[src/hdl/pws_pkg.sv]
// Shared types and constants for the pressure window stability block.
// Holds the payload word structs, the mode codes and the internal control structs.
// No dependencies.
package pws_pkg;

	localparam int PRESSURE_W = 24;
	localparam int WINDOW_DEPTH_DEF = 16;
	localparam logic [PRESSURE_W-1:0] THRESHOLD_RESET = 24'd1229;

	localparam logic MODE_UPDATE = 1'b0;
	localparam logic MODE_PRIME = 1'b1;

	typedef struct packed {
		logic mode;
		logic [PRESSURE_W-1:0] raw_pressure;
		logic read_ok;
	} pws_in_t;

	typedef struct packed {
		logic [PRESSURE_W-1:0] pressure_counts;
		logic stable;
	} pws_out_t;

	// Window memory control from the sequencer.
	typedef struct packed {
		logic wr_en;
		logic rd_en;
		logic prime;
	} pws_win_ctrl_t;

	// Accumulator step that travels alongside the read data.
	typedef struct packed {
		logic valid;
		logic first;
	} pws_acc_t;

endpackage

[src/hdl/pws_window.sv]
// Sample window memory with one write port and one registered read port.
// Per-entry valid bits let reset and prime act at once; a stale entry reads as the base value.
// Depends on pws_pkg.
module pws_window #(
	parameter int DEPTH = pws_pkg::WINDOW_DEPTH_DEF
) (
	input  logic                           clk,
	input  logic                           arst_n,
	input  pws_pkg::pws_win_ctrl_t         ctrl,
	input  logic [$clog2(DEPTH)-1:0]       wr_addr,
	input  logic [pws_pkg::PRESSURE_W-1:0] wr_data,
	input  logic [$clog2(DEPTH)-1:0]       rd_addr,
	input  logic [pws_pkg::PRESSURE_W-1:0] prime_data,
	output logic [pws_pkg::PRESSURE_W-1:0] rd_data
);

	logic [pws_pkg::PRESSURE_W-1:0] mem [DEPTH];
	logic [pws_pkg::PRESSURE_W-1:0] rd_q;
	logic [pws_pkg::PRESSURE_W-1:0] base_q;
	logic [DEPTH-1:0]               valid_q;
	logic                           rd_vld_q;

	always_ff @(posedge clk) begin
		if (ctrl.wr_en) begin
			mem[wr_addr] <= wr_data;
		end
		if (ctrl.rd_en) begin
			rd_q <= mem[rd_addr];
		end
	end

	always_ff @(posedge clk or negedge arst_n) begin
		if (!arst_n) begin
			valid_q  <= '0;
			base_q   <= '0;
			rd_vld_q <= 1'b0;
		end else begin
			// A prime makes every entry hold the sample without touching the array.
			if (ctrl.prime) begin
				valid_q <= '0;
				base_q  <= prime_data;
			end else if (ctrl.wr_en) begin
				valid_q[wr_addr] <= 1'b1;
			end
			if (ctrl.rd_en) begin
				rd_vld_q <= valid_q[rd_addr];
			end
		end
	end

	assign rd_data = rd_vld_q ? rd_q : base_q;

	a_no_wr_during_rd: assert property (@(posedge clk) disable iff (!arst_n)
		ctrl.rd_en |-> !ctrl.wr_en && !ctrl.prime)
		else $error("window written while being scanned");

	a_write_sets_valid: assert property (@(posedge clk) disable iff (!arst_n)
		ctrl.wr_en && !ctrl.prime |=> valid_q[$past(wr_addr)])
		else $error("written entry not marked valid");

	a_prime_clears: assert property (@(posedge clk) disable iff (!arst_n)
		ctrl.prime |=> valid_q == '0)
		else $error("prime left valid entries");

endmodule

[src/hdl/pws_minmax.sv]
// Running minimum and maximum over the words read out of the window.
// Restarts on the step marked first and folds in one word a cycle.
// Depends on pws_pkg.
module pws_minmax (
	input  logic                           clk,
	input  logic                           arst_n,
	input  pws_pkg::pws_acc_t              step,
	input  logic [pws_pkg::PRESSURE_W-1:0] data,
	output logic [pws_pkg::PRESSURE_W-1:0] min_val,
	output logic [pws_pkg::PRESSURE_W-1:0] max_val
);

	logic [pws_pkg::PRESSURE_W-1:0] min_q;
	logic [pws_pkg::PRESSURE_W-1:0] max_q;
	logic                           have_q;

	always_ff @(posedge clk) begin
		if (step.valid) begin
			if (step.first || data < min_q) begin
				min_q <= data;
			end
			if (step.first || data > max_q) begin
				max_q <= data;
			end
		end
	end

	always_ff @(posedge clk or negedge arst_n) begin
		if (!arst_n) begin
			have_q <= 1'b0;
		end else if (step.valid) begin
			have_q <= 1'b1;
		end
	end

	assign min_val = min_q;
	assign max_val = max_q;

	a_order: assert property (@(posedge clk) disable iff (!arst_n)
		have_q |-> min_q <= max_q)
		else $error("minimum above maximum");

	a_first_loads: assert property (@(posedge clk) disable iff (!arst_n)
		step.valid && step.first |=> min_q == max_q)
		else $error("first word did not load both bounds");

	a_shrinks: assert property (@(posedge clk) disable iff (!arst_n)
		step.valid && !step.first && have_q |=> min_q <= $past(min_q) && max_q >= $past(max_q))
		else $error("bounds moved the wrong way");

endmodule

[src/hdl/pressure_window_stability_top.sv]
// Pressure window stability detector: an accepted update word is written into the window,
// then the one read port of the window memory scans every entry, one per cycle, to find the
// minimum and maximum in ST_SCAN; the last read is folded in during ST_DRAIN, and ST_DONE
// loads the result into the output register. The next sample word is taken only once the
// state is back in ST_IDLE, so no update word is taken before the last one is done. A prime
// word goes from ST_IDLE straight to ST_DONE and does no scan. One word is in work at a time;
// the result sits in an output register, so the next sample is taken while a result still
// waits to be taken, and a word that finishes while that register is still full waits until
// it is free. No clearing pass is needed after reset. Depends on pws_pkg, pws_window and
// pws_minmax.
module pressure_window_stability_top #(
	parameter int WINDOW_DEPTH = pws_pkg::WINDOW_DEPTH_DEF
) (
	input  logic                           clk,
	input  logic                           arst_n,
	input  logic                           sample_valid,
	output logic                           sample_stall,
	input  pws_pkg::pws_in_t               sample,
	output logic                           result_valid,
	input  logic                           result_stall,
	output pws_pkg::pws_out_t              result,
	input  logic                           cfg_valid,
	output logic                           cfg_ready,
	input  logic [pws_pkg::PRESSURE_W-1:0] cfg_data
);

	localparam int AW = $clog2(WINDOW_DEPTH);
	localparam logic [AW-1:0] LAST_SLOT = AW'(WINDOW_DEPTH - 1);

	localparam logic [1:0] ST_IDLE  = 2'd0;
	localparam logic [1:0] ST_SCAN  = 2'd1;
	localparam logic [1:0] ST_DRAIN = 2'd2;
	localparam logic [1:0] ST_DONE  = 2'd3;

	logic [1:0]                     state_q;
	logic [AW-1:0]                  slot_q;
	logic [AW-1:0]                  rd_addr_q;
	logic [pws_pkg::PRESSURE_W-1:0] cur_q;
	logic [pws_pkg::PRESSURE_W-1:0] thr_q;
	logic                           stable_q;
	logic                           upd_q;
	logic                           res_valid_q;
	pws_pkg::pws_out_t              res_q;
	pws_pkg::pws_acc_t              acc_s1;

	pws_pkg::pws_win_ctrl_t         win_ctrl;
	logic [pws_pkg::PRESSURE_W-1:0] next_cur;
	logic [pws_pkg::PRESSURE_W-1:0] win_data;
	logic [pws_pkg::PRESSURE_W-1:0] min_val;
	logic [pws_pkg::PRESSURE_W-1:0] max_val;
	logic [pws_pkg::PRESSURE_W-1:0] spread;
	logic                           accept;
	logic                           is_prime;
	logic                           out_free;
	logic                           stable_next;

	assign sample_stall = (state_q != ST_IDLE);
	assign accept       = sample_valid && !sample_stall;
	assign is_prime     = (sample.mode == pws_pkg::MODE_PRIME);
	assign next_cur     = sample.read_ok ? sample.raw_pressure : cur_q;
	assign out_free     = !res_valid_q || !result_stall;
	assign spread       = max_val - min_val;
	assign stable_next  = (spread < thr_q);

	always_comb begin
		win_ctrl.wr_en = accept && !is_prime;
		win_ctrl.prime = accept && is_prime && sample.read_ok;
		win_ctrl.rd_en = (state_q == ST_SCAN);
	end

	pws_window #(
		.DEPTH(WINDOW_DEPTH)
	) u_window (
		.clk       (clk),
		.arst_n    (arst_n),
		.ctrl      (win_ctrl),
		.wr_addr   (slot_q),
		.wr_data   (next_cur),
		.rd_addr   (rd_addr_q),
		.prime_data(sample.raw_pressure),
		.rd_data   (win_data)
	);

	pws_minmax u_minmax (
		.clk    (clk),
		.arst_n (arst_n),
		.step   (acc_s1),
		.data   (win_data),
		.min_val(min_val),
		.max_val(max_val)
	);

	always_ff @(posedge clk or negedge arst_n) begin
		if (!arst_n) begin
			thr_q <= pws_pkg::THRESHOLD_RESET;
		end else if (cfg_valid) begin
			thr_q <= cfg_data;
		end
	end

	assign cfg_ready = 1'b1;

	always_ff @(posedge clk) begin
		if (state_q == ST_DONE && out_free) begin
			res_q.pressure_counts <= cur_q;
			res_q.stable          <= upd_q ? stable_next : stable_q;
		end
	end

	always_ff @(posedge clk or negedge arst_n) begin
		if (!arst_n) begin
			state_q     <= ST_IDLE;
			slot_q      <= '0;
			rd_addr_q   <= '0;
			cur_q       <= '0;
			stable_q    <= 1'b0;
			upd_q       <= 1'b0;
			res_valid_q <= 1'b0;
			acc_s1      <= '0;
		end else begin
			// A finished word reloads the output register below in the same cycle.
			if (res_valid_q && !result_stall && state_q != ST_DONE) begin
				res_valid_q <= 1'b0;
			end
			// The read issued this cycle comes back next cycle with its step marker.
			acc_s1.valid <= (state_q == ST_SCAN);
			acc_s1.first <= (rd_addr_q == '0);
			case (state_q)
				ST_IDLE: begin
					if (accept) begin
						upd_q     <= !is_prime;
						rd_addr_q <= '0;
						if (is_prime) begin
							state_q <= ST_DONE;
						end else begin
							cur_q   <= next_cur;
							slot_q  <= (slot_q == LAST_SLOT) ? '0 : AW'(slot_q + 1'b1);
							state_q <= ST_SCAN;
						end
					end
				end
				ST_SCAN: begin
					rd_addr_q <= (rd_addr_q == LAST_SLOT) ? '0 : AW'(rd_addr_q + 1'b1);
					if (rd_addr_q == LAST_SLOT) begin
						state_q <= ST_DRAIN;
					end
				end
				ST_DRAIN: begin
					state_q <= ST_DONE;
				end
				ST_DONE: begin
					if (out_free) begin
						res_valid_q <= 1'b1;
						if (upd_q) begin
							stable_q <= stable_next;
						end
						state_q <= ST_IDLE;
					end
				end
				default: begin
					state_q <= ST_IDLE;
				end
			endcase
		end
	end

	assign result_valid = res_valid_q;
	assign result       = res_q;

	a_busy_after_accept: assert property (@(posedge clk) disable iff (!arst_n)
		accept |=> sample_stall)
		else $error("sample taken without going busy");

	a_done_delivers: assert property (@(posedge clk) disable iff (!arst_n)
		state_q == ST_DONE && out_free |=> result_valid && !sample_stall)
		else $error("finished word not placed in output register");

	a_slot_range: assert property (@(posedge clk) disable iff (!arst_n)
		slot_q <= LAST_SLOT && rd_addr_q <= LAST_SLOT)
		else $error("window address out of range");

	a_scan_to_drain: assert property (@(posedge clk) disable iff (!arst_n)
		state_q == ST_SCAN && rd_addr_q == LAST_SLOT |=> state_q == ST_DRAIN && acc_s1.valid)
		else $error("scan did not end on the last entry");

endmodule
[config.mk]
export PLATFORM = sky130hd
export DESIGN_NAME = pressure_window_stability_top
export DESIGN_NICKNAME = d
export VERILOG_FILES = /design/src/hdl/pws_pkg.sv /design/src/hdl/pws_window.sv /design/src/hdl/pws_minmax.sv /design/src/hdl/pressure_window_stability_top.sv
export SDC_FILE = /design/constraint.sdc
export NUM_CORES = 1
export LEC_CHECK = 0
export ABC_AREA = 1
export BUFFER_PORTS_ARGS = -buffer_cell sky130_fd_sc_hd__buf_2
export CORE_MARGIN = 5
export CORE_UTILIZATION = 45
export CTS_BUF_LIST = sky130_fd_sc_hd__clkbuf_4 sky130_fd_sc_hd__clkbuf_8
export DETAILED_ROUTE_END_ITERATION = 12
export GPL_ROUTABILITY_DRIVEN = 1
export SETUP_SLACK_MARGIN = 0.5
export SLEW_MARGIN = 10
export SYNTH_ARGS = -nofsm -noshare
export SYNTH_HDL_FRONTEND = slang
export SYNTH_SLANG_ARGS = --single-unit
[constraint.sdc]
create_clock -name clk -period 3.9 [get_ports clk]
set_input_delay 0.39 -clock clk [delete_from_list [all_inputs] [get_ports clk]]
set_output_delay 0.39 -clock clk [all_outputs]
set_load 0.02 [all_outputs]
==> impl_metrics.yaml <==
timing:
  skew_ns: 0.03891
  worstMarginPinSlew_ns: 1.267
  slew_headroom: 0.1494
  fin_crit_ns: 3.048
  slew_violations: 0
  setup_tns_ns: 0
  rsz0062_at_grt: "false"
  min_period_over_period: 0.7815
  setup_violations: 0
  fin_ws_ns: 0.8522
  hold_viol: 0
  max_freq_mhz: 328.1
power:
  leakage_nw: 11.46
  peakVddDrop_mv: 0.3764
  power_density_nw_per_um2: 731.1
  finalPower_mw: 21.66
placement:
  dp_cells: 3050
  place.gp.congestion: 0.8320
  dp_slack_ns: 0.7431
  dp_hpwl_mm: 42.65
  portBuffers: 81
cts:
  clock-sinks: 585
  clockBufferDepth: 3
  cts_setup_buffers: 0
  htreeDepth: 3
  cts_buffers: 94
  clock_latency_ns: 0.70
  root_buffer: "clkbuf_8"
  cts_tree: "built"
  clk_pin_slew_ns: 0.06
logic_synthesis:
  synth_seq_cells: 585
  syn_nets: 2407
  post_synth_main_area_contributors: "edfxtp_1 56%, dfrtp_1 9.6%, o21ai_0 5.7%"
  synth_top_area_cell: "edfxtp_1"
  syn-cell-area_um2: 25650
  ys_types: 48
  syn_avg_cell_area_um2: 11.41
  async_flop_share: 0.1778
  yosysWarnings: 0
  yosys.area.top_type_share: 0.5631
  synth_edf_count: 481
  synthCells: 2248
  synth-main-ff-cell: "edfxtp_1"
  yosysSeqAreaShare: 0.6649
route:
  dr_wl_met3_mm: 4.760
  highest_layer: "met5"
  wl_met1_mm: 28.61
  antenna_left: 0
  drtIter0Drc: 1424
  drt-total-wl_mm: 68.84
  vias: 17751
  vias_per_cell: 5.432
  routed-wl-met2_mm: 33.61
  first_pass_iters: 6
  drc_errors: 0
  routedWlPerCell_um: 21.07
global_route:
  grt_pass1_wl_mm: 104.7
  overflow: 0
  grt_pass1_vias: 17604
  grt_max_degree: 165
  antenna_found_initial: 2
  grtUsageTotal: 0.2179
setup_path:
  crit_family: "simple AND/OR/NAND/NOR gates"
  crit_chain: "inv_1 > ha_1 > inv_1 > fa_2 > nand3_1 > nand2_2 > nand3_1 > nand2_1 > nand3_1 > nand3_1 > nand2_1 > nand2_1 > ha_1 > nand2_1 > nor2_2 > nand2_1 > nor4_2 > nand2_1 > nand2_1 > nand2_1"
  path_class: "reg2reg"
  critPathMaxStageDelay_ns: 0.41
  cp.required_ns: 4.31
  start_kind: "flip-flop"
  critical_path_arrival_ns: 3.46
  cp_common_cell: "nand2_1"
  crit_cells: 20
  ff2ff_path_depth: 20
  path_max_fanout: 5
  r2r-end: "result[0]$_DFFE_PP_"
  cp_slowest_cell: "edfxtp_1"
  cp-endpoint: "result[0]$_DFFE_PP_"
  crit_path_start: "u_minmax.max_val[0]$_DFFE_PP_"
  regToRegSetupSlack_ns: 0.85
  critPathCaptureType: "flip-flop"
  r2r_start: "u_minmax.max_val[0]$_DFFE_PP_"
  path_buf_inv: 2
final_layout:
  fin_cells: 3268
  drive_gt1_frac: 0.1430
  areaGrowthSynthToFinish_pct: 15.51
  fin_util: 0.5254
  nets: 2599
floorplanning:
  die_h_um: 248.7
  coreArea_um2: 56390
  std_cell_rows: 87
  die_area_um2: 61870
  start_util: 0.4549
  pin_count: 83
  chipWidth_um: 248.7
flow_run:
  maxCapViolations: 0
status:
  outcome: "complete, no violations"
hold_path:
  hold_path.class: "in2reg"
==> stage by stage <==
step / hold slack [ns] / cell area, µm²
after CTS: 0.06818 / 29610
after global routing: 0.06986 / 29630
final: 0.09576 / 29630
after global placement: 0.4258 / 27230
after floorplan: 0.09441 / 25650
after detailed placement: 0.4307 / 27230
==> registers in the layout, summed over array words and instances (netlist names) <==
signal             count
stable_q               1
u_window.mem         384
u_window.valid_q      16
u_minmax.min_val      24
cur_q                 24
u_minmax.max_val      24
state_q                2
u_window.rd_vld_q      1
upd_q                  1
slot_q                 4
rd_addr_q              4
result_valid           1
u_window.base_q       24
result                25
acc_s1                 2
u_window.rd_q         24
thr_q                 24
==> area by class of cell <==
| class | count | area (µm²) |
|---|---|---|
| fill | 4935 | 26760 |
| timing repair buffer | 203 | 1549 |
| clock buffer | 142 | 1710 |
| inverter | 180 | 678.2 |
| clock inverter | 25 | 166.4 |
| sequential | 585 | 17060 |
| multi-input combinational | 1376 | 7516 |
| tap | 756 | 945.9 |
| antenna | 1 | 2.502 |
==> placed cells by master (no fill, tap or decap), types with 18 or more instances in the layout <==
master	netlist	final
a21oi_1	64	62
buf_2	42	80
buf_4	11	65
clkbuf_4	0	39
clkbuf_8	0	103
clkinv_1	1	18
dfrtp_1	98	96
dlygate4sd3_1	0	50
edfxtp_1	481	481
ha_1	103	103
inv_1	174	174
nand2_1	307	305
nand3_1	66	66
nor2_1	287	283
o21ai_0	292	281
o21ai_1	48	57
o221ai_1	38	38
o22ai_1	61	61
==> tightest hold or removal path, cell delays in order <==
cell,delay [ns]
buf_2,0.11
nand2_1,0.13
o21ai_1,0.10
==> kinds of logic after synthesis <==
logic type,share of synthesized area
simple gates,0.1118
flops,0.6649
compound gates,0.1181
buf+inv,0.04634
fa+ha+maj,0.05102
xor+xnor,0.006829
mux,0.0008780
other cells,0.0001462
==> per-layer routing <==
metal	vias up	track usage
li1	8353	-
met1	8640	0.2855
met5	-	0
met3	106	0.04218
met2	650	0.3703
met4	2	0.06732
==> synthesized netlist by cell type (all sizes together) (2+ instances only) <==
library cell  number
a21o               2
o22ai             61
nand3             66
xnor2              9
dfstp              6
edfxtp           481
mux2               2
nor3               9
clkbuf            49
nor4               3
dfrtp             98
o221ai            38
a21oi             65
buf               58
a21boi             2
nor2             305
o21ai            342
a31oi              2
xor2              11
o211ai            13
inv              179
o21a               7
nand4             12
nand2            311
o21bai             5
ha               103
==> repair_timing <==
item | 4_1_cts | 5_1_grt
hold buffers | 50 | 0
gates resized for setup | 0 | 5
endpoints found under the hold margin | 88 | 0
setup endpoints to repair | 0 | 2
==> report_power, final <==
part           internal (mW)  total, mW  switching [mW]
sequential              8.17       8.60           0.427
combinational           2.60       7.81            5.21
clock                   2.82       5.25            2.43
==> worst min path at each step <==
stage | endpoint | start | depth (start not counted)
2_1_floorplan | acc_s1[0]$_DFF_PN0_ | arst_n | 0
3_3_place_gp | thr_q[4]$_DFFE_PN0P_ | arst_n | 1
3_5_place_dp | thr_q[4]$_DFFE_PN0P_ | arst_n | 1
4_1_cts | upd_q$_DFFE_PN0P_ | sample_valid | 4
5_1_grt | u_window.base_q[23]$_DFFE_PN0P_ | sample[24] | 3
6_report | u_window.base_q[23]$_DFFE_PN0P_ | sample[24] | 3
Power figures use the tool's default switching activity.
